File: src/hdl/dqec_pkg.sv
// Shared types and constants for the dual quadrature encoder counter.
// Used by dqec_channel and dual_quadrature_encoder_counter; no dependencies.
package dqec_pkg;

    typedef enum logic
    {
        CMD_SAMPLE   = 1'b0,
        CMD_SUBTRACT = 1'b1
    } cmd_t;

    typedef struct packed
    {
        cmd_t               cmd;
        logic [3:0]         pins;
        logic signed [31:0] offset_a;
        logic signed [31:0] offset_b;
    } sample_t;

    typedef struct packed
    {
        logic signed [31:0] count_a;
        logic signed [31:0] count_b;
    } result_t;

    typedef struct packed
    {
        logic step;
        logic subtract;
    } chan_ctrl_t;

    localparam logic [31:0] STEP_TABLE_RESET = 32'h3443_C11C;
    localparam logic [3:0]  CHAN_A_MASK      = 4'b0101;
    localparam logic [3:0]  CHAN_B_MASK      = 4'b1010;

endpackage

File: src/hdl/dqec_channel.sv
// One encoder channel: 4-bit pin history and wrapping position counter.
// Depends on dqec_pkg for the channel control struct.
module dqec_channel
    import dqec_pkg::*;
#(
    parameter int COUNT_WIDTH = 32
)
(
    input  logic                   clk,
    input  logic                   rst_n,
    input  logic                   enable,
    input  chan_ctrl_t             ctrl,
    input  logic [1:0]             pair,
    input  logic signed [31:0]     offset,
    input  logic [31:0]            step_table,
    output logic [COUNT_WIDTH-1:0] pos_next
);

    logic [3:0]             hist_reg;
    logic [3:0]             hist_next;
    logic [COUNT_WIDTH-1:0] pos_reg;
    logic [1:0]             entry;
    logic [COUNT_WIDTH-1:0] delta;
    logic signed [63:0]     offset_wide;
    logic [COUNT_WIDTH-1:0] offset_ext;

    always_comb
    begin
        hist_next   = ctrl.step ? {hist_reg[1:0], pair} : hist_reg;
        entry       = step_table[{hist_next, 1'b0} +: 2];
        delta       = COUNT_WIDTH'(signed'(entry));
        offset_wide = 64'(offset);
        offset_ext  = offset_wide[COUNT_WIDTH-1:0];
        priority if (ctrl.subtract)
            pos_next = pos_reg - offset_ext;
        else if (ctrl.step)
            pos_next = pos_reg + delta;
        else
            pos_next = pos_reg;
    end

    always_ff @(posedge clk or negedge rst_n)
    begin
        if (!rst_n)
        begin
            hist_reg <= '0;
            pos_reg  <= '0;
        end
        else if (enable)
        begin
            hist_reg <= hist_next;
            pos_reg  <= pos_next;
        end
    end

endmodule

File: src/hdl/dual_quadrature_encoder_counter.sv
// Dual quadrature encoder counter, top level.
// Depends on dqec_pkg and dqec_channel.
//
// Accepts one item per clock while the input is not stalled: a pin sample or a
// subtract command, and returns both channel positions for every item. An item
// is registered on entry, then one table lookup and one add per channel feed the
// result register, which offers the result once the staged item moves on.
// Throughput is one item per cycle while the result is not stalled. The input
// stalls only while both registers hold an item and the result is stalled. The
// step table register resets to the standard quadrature table and may be
// rewritten through the configuration port while no item is in flight.
module dual_quadrature_encoder_counter
    import dqec_pkg::*;
#(
    parameter int COUNT_WIDTH = 32
)
(
    input  logic        clk,
    input  logic        rst_n,
    input  logic        sample_valid,
    output logic        sample_stall,
    input  sample_t     sample,
    output logic        result_valid,
    input  logic        result_stall,
    output result_t     result,
    input  logic        cfg_valid,
    output logic        cfg_ready,
    input  logic [31:0] cfg_data
);

    logic [31:0]            table_reg;
    logic [3:0]             last_pins_reg;
    logic [3:0]             last_pins_next;
    logic                   stage_valid_reg;
    logic                   stage_valid_next;
    sample_t                stage_reg;
    logic                   result_valid_reg;
    logic                   result_valid_next;
    result_t                result_reg;
    result_t                result_next;
    logic                   advance;
    logic                   fire;
    logic                   take;
    logic [3:0]             changed;
    chan_ctrl_t             ctrl_a;
    chan_ctrl_t             ctrl_b;
    logic [COUNT_WIDTH-1:0] pos_a;
    logic [COUNT_WIDTH-1:0] pos_b;
    logic signed [63:0]     wide_a;
    logic signed [63:0]     wide_b;

    assign cfg_ready    = 1'b1;
    assign advance      = !result_valid_reg || !result_stall;
    assign fire         = stage_valid_reg && advance;
    assign sample_stall = stage_valid_reg && !advance;
    assign take         = sample_valid && !sample_stall;
    assign result_valid = result_valid_reg;
    assign result       = result_reg;

    always_comb
    begin
        changed         = stage_reg.pins ^ last_pins_reg;
        ctrl_a.subtract = (stage_reg.cmd == CMD_SUBTRACT);
        ctrl_b.subtract = (stage_reg.cmd == CMD_SUBTRACT);
        ctrl_a.step     = (stage_reg.cmd == CMD_SAMPLE) && |(changed & CHAN_A_MASK);
        ctrl_b.step     = (stage_reg.cmd == CMD_SAMPLE) && |(changed & CHAN_B_MASK);

        last_pins_next = last_pins_reg;
        if (fire && stage_reg.cmd == CMD_SAMPLE)
            last_pins_next = stage_reg.pins;

        stage_valid_next = stage_valid_reg;
        if (!sample_stall)
            stage_valid_next = sample_valid;

        result_valid_next = result_valid_reg;
        if (advance)
            result_valid_next = stage_valid_reg;

        wide_a              = 64'(signed'(pos_a));
        wide_b              = 64'(signed'(pos_b));
        result_next.count_a = wide_a[31:0];
        result_next.count_b = wide_b[31:0];
    end

    dqec_channel #(
        .COUNT_WIDTH (COUNT_WIDTH)
    ) u_chan_a (
        .clk        (clk),
        .rst_n      (rst_n),
        .enable     (fire),
        .ctrl       (ctrl_a),
        .pair       ({stage_reg.pins[0], stage_reg.pins[2]}),
        .offset     (stage_reg.offset_a),
        .step_table (table_reg),
        .pos_next   (pos_a)
    );

    dqec_channel #(
        .COUNT_WIDTH (COUNT_WIDTH)
    ) u_chan_b (
        .clk        (clk),
        .rst_n      (rst_n),
        .enable     (fire),
        .ctrl       (ctrl_b),
        .pair       ({stage_reg.pins[1], stage_reg.pins[3]}),
        .offset     (stage_reg.offset_b),
        .step_table (table_reg),
        .pos_next   (pos_b)
    );

    always_ff @(posedge clk or negedge rst_n)
    begin
        if (!rst_n)
        begin
            table_reg        <= STEP_TABLE_RESET;
            last_pins_reg    <= '0;
            stage_valid_reg  <= 1'b0;
            result_valid_reg <= 1'b0;
        end
        else
        begin
            if (cfg_valid && cfg_ready)
                table_reg <= cfg_data;
            last_pins_reg    <= last_pins_next;
            stage_valid_reg  <= stage_valid_next;
            result_valid_reg <= result_valid_next;
        end
    end

    always_ff @(posedge clk)
    begin
        if (take)
            stage_reg <= sample;
        if (fire)
            result_reg <= result_next;
    end

    a_stall_only_when_full: assert property (@(posedge clk) disable iff (!rst_n)
        sample_stall |-> stage_valid_reg && result_valid_reg && result_stall)
        else $error("input stalled while the pipeline had room");

    a_fire_gives_result: assert property (@(posedge clk) disable iff (!rst_n)
        fire |=> result_valid_reg)
        else $error("processed item produced no result");

    a_subtract_keeps_pins: assert property (@(posedge clk) disable iff (!rst_n)
        (fire && stage_reg.cmd == CMD_SUBTRACT) |=> $stable(last_pins_reg))
        else $error("subtract item changed the pin history");

    a_idle_keeps_pins: assert property (@(posedge clk) disable iff (!rst_n)
        !fire |=> $stable(last_pins_reg))
        else $error("pin history changed without an item");

endmodule
File: config.mk
export PLATFORM = sky130hd
export DESIGN_NAME = dual_quadrature_encoder_counter
export DESIGN_NICKNAME = d
export VERILOG_FILES = /design/src/hdl/dqec_pkg.sv /design/src/hdl/dqec_channel.sv /design/src/hdl/dual_quadrature_encoder_counter.sv
export SDC_FILE = /design/constraint.sdc
export NUM_CORES = 1
export LEC_CHECK = 0
export BUFFER_PORTS_ARGS = -buffer_cell sky130_fd_sc_hd__buf_2
export CORE_MARGIN = 1.5
export CORE_UTILIZATION = 60
export DETAILED_ROUTE_END_ITERATION = 16
export PLACE_DENSITY_LB_ADDON = 0.2
export SLEW_MARGIN = 0
export SYNTH_ARGS = -nofsm -noshare
export SYNTH_HDL_FRONTEND = slang
export SYNTH_SLANG_ARGS = --single-unit
File: constraint.sdc
create_clock -name clk -period 6.02 [get_ports clk]
set_clock_uncertainty 0.2 [all_clocks]
set_input_delay 0.301 -clock clk [delete_from_list [all_inputs] [get_ports clk]]
set_output_delay 0.301 -clock clk [all_outputs]
set_load 0.005 [all_outputs]
==> flow_metrics.env, run 1 <==
export IMPL_synthFlopType="edfxtp_1"
export IMPL_yosys_area_share_simple=0.109
export IMPL_drt_initial_drc_count=1077
export IMPL_max_slew_worst_pin_slew_ns=1.12
export IMPL_vias_per_cell=5.98
export IMPL_synth_distinct_cells=80
export IMPL_die_h_um=169
export IMPL_synth_most_common_cell="nand2_1"
export IMPL_setup_tns_final_ns=0
export IMPL_dr_pass1_iters=6
export IMPL_grt_pass1_vias=13842
export IMPL_slew_viol_final=0
export IMPL_final_net_count=2190
export IMPL_synth_top_area_cell="edfxtp_1"
export IMPL_drc=0
export IMPL_wl_per_cell_um=18.5
export IMPL_ys_seq_area_frac=0.407
export IMPL_synthTopCellsByCount="165 x nand2_1, 158 x a21oi_1, 133 x edfxtp_1"
export IMPL_clk_path_buf_depth=3
export IMPL_ys_async_sr_fraction=0.453
export IMPL_cts_sinks=243
export IMPL_cts_root_buf="clkbuf_16"
export IMPL_cts_tree="yes"
export IMPL_die_w_um=169
export IMPL_place_congestion=0.914
export IMPL_port_buffers=171
export IMPL_synth_compound_area_frac=0.200
export IMPL_r2r_cells=19
export IMPL_p_leak_nw=8.68
export IMPL_h_tree_depth=1
export IMPL_synthMuxAreaShare=0.0901
export IMPL_power_per_cell_area_nw_per_um2=666
export IMPL_num_vias=14038
export IMPL_crit_top_cell="mux2i_1"
export IMPL_grtUsageTotal=0.304
export IMPL_end_kind="flop"
export IMPL_io_pins=173
export IMPL_syn_cell_area_sq_um=16600
export IMPL_crit_slowest_cell="edfxtp_1"
export IMPL_synth_top_area_frac=0.240
export IMPL_fp_row_count=60
export IMPL_synth_area_per_cell_sq_um=9.82
export IMPL_critPathArrivalTime_ns=5.70
export IMPL_core_sq_um=27100
export IMPL_cp_num_buf_inv=1
export IMPL_worst_ep_required_time_ns=6.11
export IMPL_outcome="complete, no violations"
export IMPL_drv_cap=0
export IMPL_insertion_delay_ns=0.55
export IMPL_setup_ws_ns=0.408
export IMPL_fin_crit_sh=0.932
export IMPL_grt_pass1_wl_um=70100
export IMPL_whs_path_depth=2
export IMPL_cp_cell_sequence="xor2_1, o21ai_0, o22a_1, mux2i_1, mux2i_1, mux2i_1, mux2_2, inv_1, ha_1, a2111oi_2, o21ai_1, a21oi_1, o31ai_1, and3_1, o31ai_1, a21oi_1, xnor2_1, a22oi_1, xnor2_1"
export IMPL_grt_max_degree=88
export IMPL_criticalPathCategory="flop to flop"
export IMPL_grt_setup_unrepaired="no"
export IMPL_die_area_sq_um=28700
export IMPL_clkTransAtPathRegs_ns=0.07
export IMPL_synthToLayoutAreaGrowth_pct=18.9
export IMPL_dp_cells=2192
export IMPL_vdd_drop_max_mv=0.348
export IMPL_yosys_area_share_adder=0.0997
export IMPL_post_cts_setup_buffer_count=0
export IMPL_finalHoldViolCount=0
export IMPL_largest_reg_flops=68
export IMPL_synth_top_family_by_area="compound AO/OA/AOI/OAI gates"
export IMPL_synth_nets=1927
export IMPL_final_antenna_net_count=0
export IMPL_cp_max_fo=14
export IMPL_layout_drive_gt1_share=0.180
export IMPL_routed_wl_um=43500
export IMPL_dpl_hpwl_um=28300
export IMPL_fmax_mhz=178
export IMPL_synth_edff_count=133
export IMPL_grt_overflow_total=0
export IMPL_power_total_mw=13.2
export IMPL_antenna_found_initial=1
export IMPL_cp_top_family="compound AO/OA/AOI/OAI gates"
export IMPL_dp_slack_ns=0.337
export IMPL_maxSlewHeadroom=0.256
export IMPL_synth_ff_latch_count=243
export IMPL_initial_core_util=0.613
export IMPL_synth_xor_xnor_area_share=0.0543
export IMPL_synth_cells=1691
export IMPL_crit_cells=19
export IMPL_synth_area_leaders="edfxtp_1 24%, dfrtp_1 15%, ha_1 9.5%"
export IMPL_yosysWarningCount=0
export IMPL_stdcell_count=2347
export IMPL_slowest_delay_ns=0.45
export IMPL_setup_viol=0
export IMPL_finalCriticalPeriod_ns=5.61
export IMPL_hold_path_class="primary input to flop"
export IMPL_cts_buffers=27
export IMPL_worstSetupStartpointType="flop"
worst register-to-register path, stage by stage, from the launching register on:
cell	delay, ns
edfxtp_1	0.45
xor2_1	0.22
o21ai_0	0.20
o22a_1	0.46
mux2i_1	0.15
mux2i_1	0.21
mux2i_1	0.11
mux2_2	0.34
inv_1	0.42
ha_1	0.42
a2111oi_2	0.34
o21ai_1	0.20
a21oi_1	0.31
o31ai_1	0.19
and3_1	0.25
o31ai_1	0.26
a21oi_1	0.15
xnor2_1	0.21
a22oi_1	0.13
xnor2_1	0.15
through the flow:
stage	hold slack [ns]	cell area (sq um)	utilization
3_5_place_dp	0.270	17800	0.656
4_1_cts	0.214	19700	0.728
2_1_floorplan	-0.195	16600	-
3_3_place_gp	0.262	17800	0.656
5_1_grt	0.264	19700	0.729
6_report	0.238	19700	0.729
layer usage:
layer	wire (um)	up-vias	track usage
met5	0	-	0
met4	1060	0	0.0796
met3	2540	73	0.0361
met2	20100	497	0.503
met1	19800	6690	0.424
li1	-	6778	-
layout by cell type, fill, tap and decap left out, types with 23 or more instances in the layout:
cell type,instances
dfrtp_1,98
mux2i_1,45
buf_2,170
a21oi_1,158
clkbuf_16,29
a31oi_1,23
inv_1,92
nor2_1,107
ha_1,126
a211oi_1,39
dlygate4sd3_1,105
o21ai_0,101
xor2_1,48
mux2_2,87
edfxtp_1,133
nand3_1,24
nand2_1,165
a21o_1,55
xnor2_1,55
final cells by class:
| type | instances | area [sq um] |
|---|---|---|
| flip-flops and latches | 243 | 6760 |
| repair buffers | 294 | 2060 |
| diodes | 1 | 2.50 |
| clock buffers | 37 | 796 |
| well taps | 372 | 465 |
| fillers | 1996 | 7350 |
| multi-input cells | 1294 | 9230 |
| inverters | 94 | 355 |
| clock inverters | 12 | 86.3 |
path summary, 6_finish.rpt:
path	start	end	slack (ns)
max in group asynchronous	rst_n	u_chan_a.pos_reg[13]	4.18
max	stage_reg[64]	result[63]	0.41
min	cfg_valid	table_reg[21]	0.24
min reg2reg	u_chan_b.pos_reg[31]	u_chan_b.pos_reg[31]	0.30
max reg2reg	stage_reg[64]	result[63]	0.41
min in group asynchronous	rst_n	u_chan_b.pos_reg[6]	0.25
logic make-up after synthesis:
| group | Yosys count |
|---|---|
| AO/OA/AOI/OAI | 519 |
| multiplexers | 137 |
| AND/OR/NAND/NOR | 404 |
| other | 1 |
| flip-flops | 243 |
| adder cells (fa/ha/maj) | 130 |
| XOR/XNOR | 103 |
| buffers and inverters | 154 |
what timing repair did:
item                       CTS  global route
gates resized for setup      0             6
hold endpoints to repair   165             0
setup endpoints to repair    0            15
hold buffers               105             0
where the power goes:
part           internal, mW  switching [mW]  total [mW]
sequential             2.47           0.435        2.91
combinational          3.69            4.89        8.59
clock                 0.963           0.692        1.66
Power figures use the tool's default switching activity.
==> inputs of run 2 (changes only) <==
--- a/config.mk
+++ b/config.mk
@@ -8,6 +8,7 @@
 export BUFFER_PORTS_ARGS = -buffer_cell sky130_fd_sc_hd__buf_2
 export CORE_MARGIN = 1.5
 export CORE_UTILIZATION = 60
+export CTS_BUF_LIST = sky130_fd_sc_hd__clkbuf_8
 export DETAILED_ROUTE_END_ITERATION = 16
 export PLACE_DENSITY_LB_ADDON = 0.2
 export SLEW_MARGIN = 0
==> run 2 against run 1 <==
Cell count grew 1.3%. Via count grew 1.1%. Clock power shrank 4%. Clock-buffer cell count grew 18. First-iteration DRC count grew 1.2%. Flip-flop and latch count is the same. Wire length shrank 0.34%. Critical path type unchanged.
==> flow_metrics.env, run 2 (same netlist as run 1, synthesis figures left out) <==
export IMPL_core_sq_um=27100
export IMPL_io_pins=173
export IMPL_num_vias=14191
export IMPL_wl_per_cell_um=18.2
export IMPL_dr_pass1_iters=5
export IMPL_p_switching_mw=6.03
export IMPL_final_cell_mix="170 x buf_2, 165 x nand2_1, 158 x a21oi_1, 133 x edfxtp_1, 126 x ha_1"
export IMPL_cts_sinks=243
export IMPL_fmax_mhz=177
export IMPL_port_buffers=171
export IMPL_place_congestion=0.914
export IMPL_die_area_sq_um=28700
export IMPL_grt_max_degree=88
export IMPL_finalHoldViolCount=0
export IMPL_synthToLayoutAreaGrowth_pct=19.0
export IMPL_setup_viol=0
export IMPL_power_share_switching=0.462
export IMPL_cp_max_fo=14
export IMPL_criticalPathCategory="flop to flop"
export IMPL_final_antenna_net_count=0
export IMPL_vdd_drop_max_mv=0.294
export IMPL_end_kind="flop"
export IMPL_worst_ep_required_time_ns=6.14
export IMPL_max_slew_worst_pin_slew_ns=1.10
export IMPL_cts_tree="yes"
export IMPL_post_cts_setup_buffer_count=0
export IMPL_worstSetupStartpointType="flop"
export IMPL_die_w_um=169
export IMPL_drv_cap=0
export IMPL_power_per_cell_area_nw_per_um2=661
export IMPL_p_int_mw=7.03
export IMPL_grt_setup_unrepaired="no"
export IMPL_initial_core_util=0.613
export IMPL_grt_overflow_total=0
export IMPL_critPathArrivalTime_ns=5.76
export IMPL_vias_per_cell=5.97
export IMPL_cts_root_buf="clkbuf_8"
export IMPL_antenna_found_initial=1
export IMPL_outcome="complete, no violations"
export IMPL_fin_util=0.730
export IMPL_finalCriticalPeriod_ns=5.64
export IMPL_maxSlewHeadroom=0.265
export IMPL_hold_path_class="primary input to flop"
export IMPL_grt_pass1_wl_um=70300
export IMPL_seqPwrFrac=0.222
export IMPL_insertion_delay_ns=0.57
export IMPL_clkTransAtPathRegs_ns=0.07
export IMPL_power_total_mw=13.1
export IMPL_slew_viol_final=0
export IMPL_grtUsageTotal=0.305
export IMPL_layout_drive_gt1_share=0.190
export IMPL_grt_pass1_vias=14000
export IMPL_fin_crit_sh=0.936
export IMPL_power_share_combinational=0.655
export IMPL_dpl_hpwl_um=28300
export IMPL_layout_commonest_cell="buf_2"
export IMPL_h_tree_depth=2
export IMPL_drt_initial_drc_count=1090
export IMPL_die_h_um=169
export IMPL_stdcell_count=2378
export IMPL_dp_cells=2192
export IMPL_routed_wl_um=43400
export IMPL_holdWs_ns=0.228
export IMPL_p_leak_nw=8.73
export IMPL_cts_buffers=43
export IMPL_clk_path_buf_depth=3
export IMPL_power_frac_clock=0.122
export IMPL_drc=0
export IMPL_setup_tns_final_ns=0
export IMPL_fp_row_count=60
export IMPL_largest_reg_flops=68
export IMPL_final_net_count=2206
run 2: cell count changes in the layout (fill, tap and decap cells not counted), moves of 3 or more:
cell / change
clkbuf_8: +51
clkinvlp_4: +3
clkbuf_16: -29
inv_1: +9
clkbuf_1: -4
run 2: path summary, 6_finish.rpt:
kind | startpoint | end | cells past startpoint | slack (ns)
max | stage_reg[64] | result[63] | 18 | 0.38
min | cfg_valid | table_reg[31] | 2 | 0.23
max reg2reg | stage_reg[64] | result[63] | 18 | 0.38
min reg2reg | u_chan_a.hist_reg[3] | u_chan_a.hist_reg[3] | 2 | 0.30
max in group asynchronous | rst_n | table_reg[13] | 3 | 4.20
min in group asynchronous | rst_n | result_valid | 2 | 0.24
run 2: cell type report:
class,count,area [sq um]
inverters,94,359
clock inverters,25,146
clock buffers,55,757
well taps,372,465
fillers,1989,7330
multi-input cells,1294,9220
flip-flops and latches,243,6760
repair buffers,294,2060
diodes,1,2.50
run 2: power by group through the flow:
stage                     registers (mW)  logic (mW)  clock network [mW]
final                               2.91        8.56                1.60
after global placement              2.89        8.11                   0
after global routing                2.96        9.54                1.68
after CTS                           2.89        8.42                1.61
after floorplan                     2.80        6.50                   0
after detailed placement            2.91        8.28                   0
run 2: through the flow:
| stage | setup slack [ns] | cell area [sq um] |
|---|---|---|
| after CTS | 0.316 | 19700 |
| after floorplan | 0.859 | 16600 |
| after detailed placement | 0.337 | 17800 |
| after global routing | 0.0137 | 19800 |
| after global placement | 0.471 | 17800 |
| final | 0.383 | 19800 |
run 2: worst max-delay path, cell delays in order (launching register included):
cell	delay [ns]
edfxtp_1	0.45
xor2_1	0.26
nor2_2	0.07
nor2_1	0.29
mux2i_2	0.49
mux2i_1	0.26
mux2_2	0.27
clkinvlp_4	0.31
ha_1	0.48
a2111oi_2	0.34
o21ai_1	0.20
a21oi_1	0.30
o31ai_1	0.19
and3_1	0.25
o31ai_1	0.27
a21oi_1	0.17
xnor2_1	0.27
a22oi_1	0.14
xnor2_1	0.15
run 2: repair_timing:
action,CTS,global route
hold buffers,105,0
endpoints found under the setup margin,0,14
hold endpoints to repair,165,0
resized for setup,0,7
run 2: metal layers:
layer | track usage | wire [um]
met1 | 0.423 | 19900
met3 | 0.0375 | 2560
met2 | 0.496 | 19700
met4 | 0.102 | 1180
met5 | 0 | 0
==> inputs of run 3 (changes only) <==
--- a/config.mk
+++ b/config.mk
@@ -11,6 +11,7 @@
 export CTS_BUF_LIST = sky130_fd_sc_hd__clkbuf_8
 export DETAILED_ROUTE_END_ITERATION = 16
 export PLACE_DENSITY_LB_ADDON = 0.2
+export RECOVER_POWER = 50
 export SLEW_MARGIN = 0
 export SYNTH_ARGS = -nofsm -noshare
 export SYNTH_HDL_FRONTEND = slang
==> run 3 against run 2 <==
The run now ends with max-capacitance violations, max-slew violations left. Flip-flop and latch count unchanged. Clock-buffer cell count unchanged. First-iteration DRC count fell by 6.3%. Core utilization shrank 0.20 points. Combinational power about the same. Critical endpoint unchanged. Setup slack improved by 0.0061 ns. Wire length is essentially flat. Final area down 0.28%.
==> flow_metrics.env, run 3 (same netlist as run 1, synthesis figures left out) <==
export IMPL_cts_tree="yes"
export IMPL_power_share_switching=0.462
export IMPL_grt_pass1_wl_um=70300
export IMPL_post_cts_setup_buffer_count=0
export IMPL_holdWs_ns=0.237
export IMPL_p_switching_mw=6.03
export IMPL_port_buffers=171
export IMPL_setup_ws_ns=0.389
export IMPL_initial_core_util=0.613
export IMPL_routed_wl_um=43300
export IMPL_fin_crit_sh=0.935
export IMPL_place_congestion=0.914
export IMPL_violations="max-capacitance violations, max-slew violations"
export IMPL_dp_slack_ns=0.337
export IMPL_grtUsageTotal=0.305
export IMPL_die_h_um=169
export IMPL_dr_pass1_iters=5
export IMPL_cts_sinks=243
export IMPL_layout_drive_gt1_share=0.169
export IMPL_final_cell_mix="165 x nand2_1, 158 x a21oi_1, 133 x edfxtp_1, 131 x buf_2, 126 x ha_1"
export IMPL_stdcell_count=2378
export IMPL_final_antenna_net_count=0
export IMPL_critPathArrivalTime_ns=5.75
export IMPL_outcome="finished, violations left"
export IMPL_cts_buffers=43
export IMPL_worst_ep_required_time_ns=6.14
export IMPL_power_frac_clock=0.123
export IMPL_fp_row_count=60
export IMPL_fmax_mhz=178
export IMPL_clkTransAtPathRegs_ns=0.06
export IMPL_finalCriticalPeriod_ns=5.63
export IMPL_antenna_found_initial=1
export IMPL_dpl_hpwl_um=28300
export IMPL_die_w_um=169
export IMPL_die_area_sq_um=28700
export IMPL_vias_per_cell=5.96
export IMPL_finalHoldViolCount=0
export IMPL_final_cell_area_sq_um=19700
export IMPL_postPlaceCellArea_sq_um=17800
export IMPL_hold_path_class="primary input to flop"
export IMPL_grt_pass1_vias=14000
export IMPL_largest_reg_flops=68
export IMPL_grt_setup_unrepaired="no"
export IMPL_layout_commonest_cell="nand2_1"
export IMPL_grt_overflow_total=0
export IMPL_core_sq_um=27100
export IMPL_maxSlewHeadroom=-1.81
export IMPL_insertion_delay_ns=0.57
export IMPL_wl_per_cell_um=18.2
export IMPL_vdd_drop_max_mv=0.294
export IMPL_drc=0
export IMPL_io_pins=173
export IMPL_grt_max_degree=88
export IMPL_num_vias=14172
export IMPL_power_total_mw=13.0
export IMPL_cts_root_buf="clkbuf_8"
export IMPL_power_per_cell_area_nw_per_um2=661
export IMPL_fin_util=0.727
export IMPL_criticalPathCategory="flop to flop"
export IMPL_end_kind="flop"
export IMPL_worstSetupStartpointType="flop"
export IMPL_setup_tns_final_ns=0
export IMPL_h_tree_depth=2
export IMPL_drt_initial_drc_count=1021
export IMPL_p_int_mw=7.01
export IMPL_seqPwrFrac=0.223
export IMPL_slew_viol_final=97
export IMPL_dp_cells=2192
export IMPL_clk_path_buf_depth=3
export IMPL_max_slew_worst_pin_slew_ns=4.22
export IMPL_cp_max_fo=14
export IMPL_p_leak_nw=8.62
export IMPL_setup_viol=0
export IMPL_power_share_combinational=0.654
export IMPL_synthToLayoutAreaGrowth_pct=18.7
export IMPL_drv_cap=2
export IMPL_final_net_count=2206
## run 3: area by class of cell
class / count / area (sq um)
fill: 2016 / 7390
clock inverter: 25 / 146
tap: 372 / 465
clock buffer: 55 / 757
inverter: 94 / 359
timing repair buffer: 294 / 2000
sequential: 243 / 6760
multi-input combinational: 1294 / 9220
antenna: 1 / 2.50
## run 3: repair_timing
action                                  CTS  global route
hold buffers                            105             0
endpoints found under the hold margin   165             0
resized for setup                         0             7
endpoints found under the setup margin    0            14
## run 3: final timing paths
kind / start / to / slack, ns / cells after the start
worst max-delay path: stage_reg[64] / result[63] / 0.39 / 18
worst min-delay path: sample[36] / stage_reg[36] / 0.24 / 2
worst max register to register: stage_reg[64] / result[63] / 0.39 / 18
worst min register to register: u_chan_b.hist_reg[3] / u_chan_b.hist_reg[3] / 0.30 / 2
max in group asynchronous: rst_n / table_reg[13] / 1.23 / 3
min in group asynchronous: rst_n / stage_valid_reg / 1.57 / 2
## run 3: critical path, stage by stage (launching register included)
cell and delay [ns]:
edfxtp_1 0.46, xor2_1 0.26, nor2_2 0.07, nor2_1 0.29, mux2i_2 0.49, mux2i_1 0.26, mux2_2 0.28, clkinvlp_4 0.31
ha_1 0.49, a2111oi_2 0.34, o21ai_1 0.20, a21oi_1 0.30, o31ai_1 0.19, and3_1 0.25, o31ai_1 0.27, a21oi_1 0.17
xnor2_1 0.26, a22oi_1 0.14, xnor2_1 0.15
## run 3: power by group through the flow
stage / registers (mW) / logic, mW / clock network, mW
6_report: 2.91 / 8.53 / 1.60
5_1_grt: 2.96 / 9.51 / 1.68
4_1_cts: 2.89 / 8.42 / 1.61
3_5_place_dp: 2.91 / 8.28 / 0
3_3_place_gp: 2.89 / 8.11 / 0
2_1_floorplan: 2.80 / 6.50 / 0
## run 3: metal layers
layer / GRT usage / vias up / share of wire / routed length, um
met5: 0 / - / 0 / 0
met4: 0.102 / 0 / 0.028 / 1200
met3: 0.0375 / 89 / 0.059 / 2560
met2: 0.496 / 506 / 0.45 / 19700
met1: 0.423 / 6763 / 0.46 / 19900
li1: - / 6814 / - / -
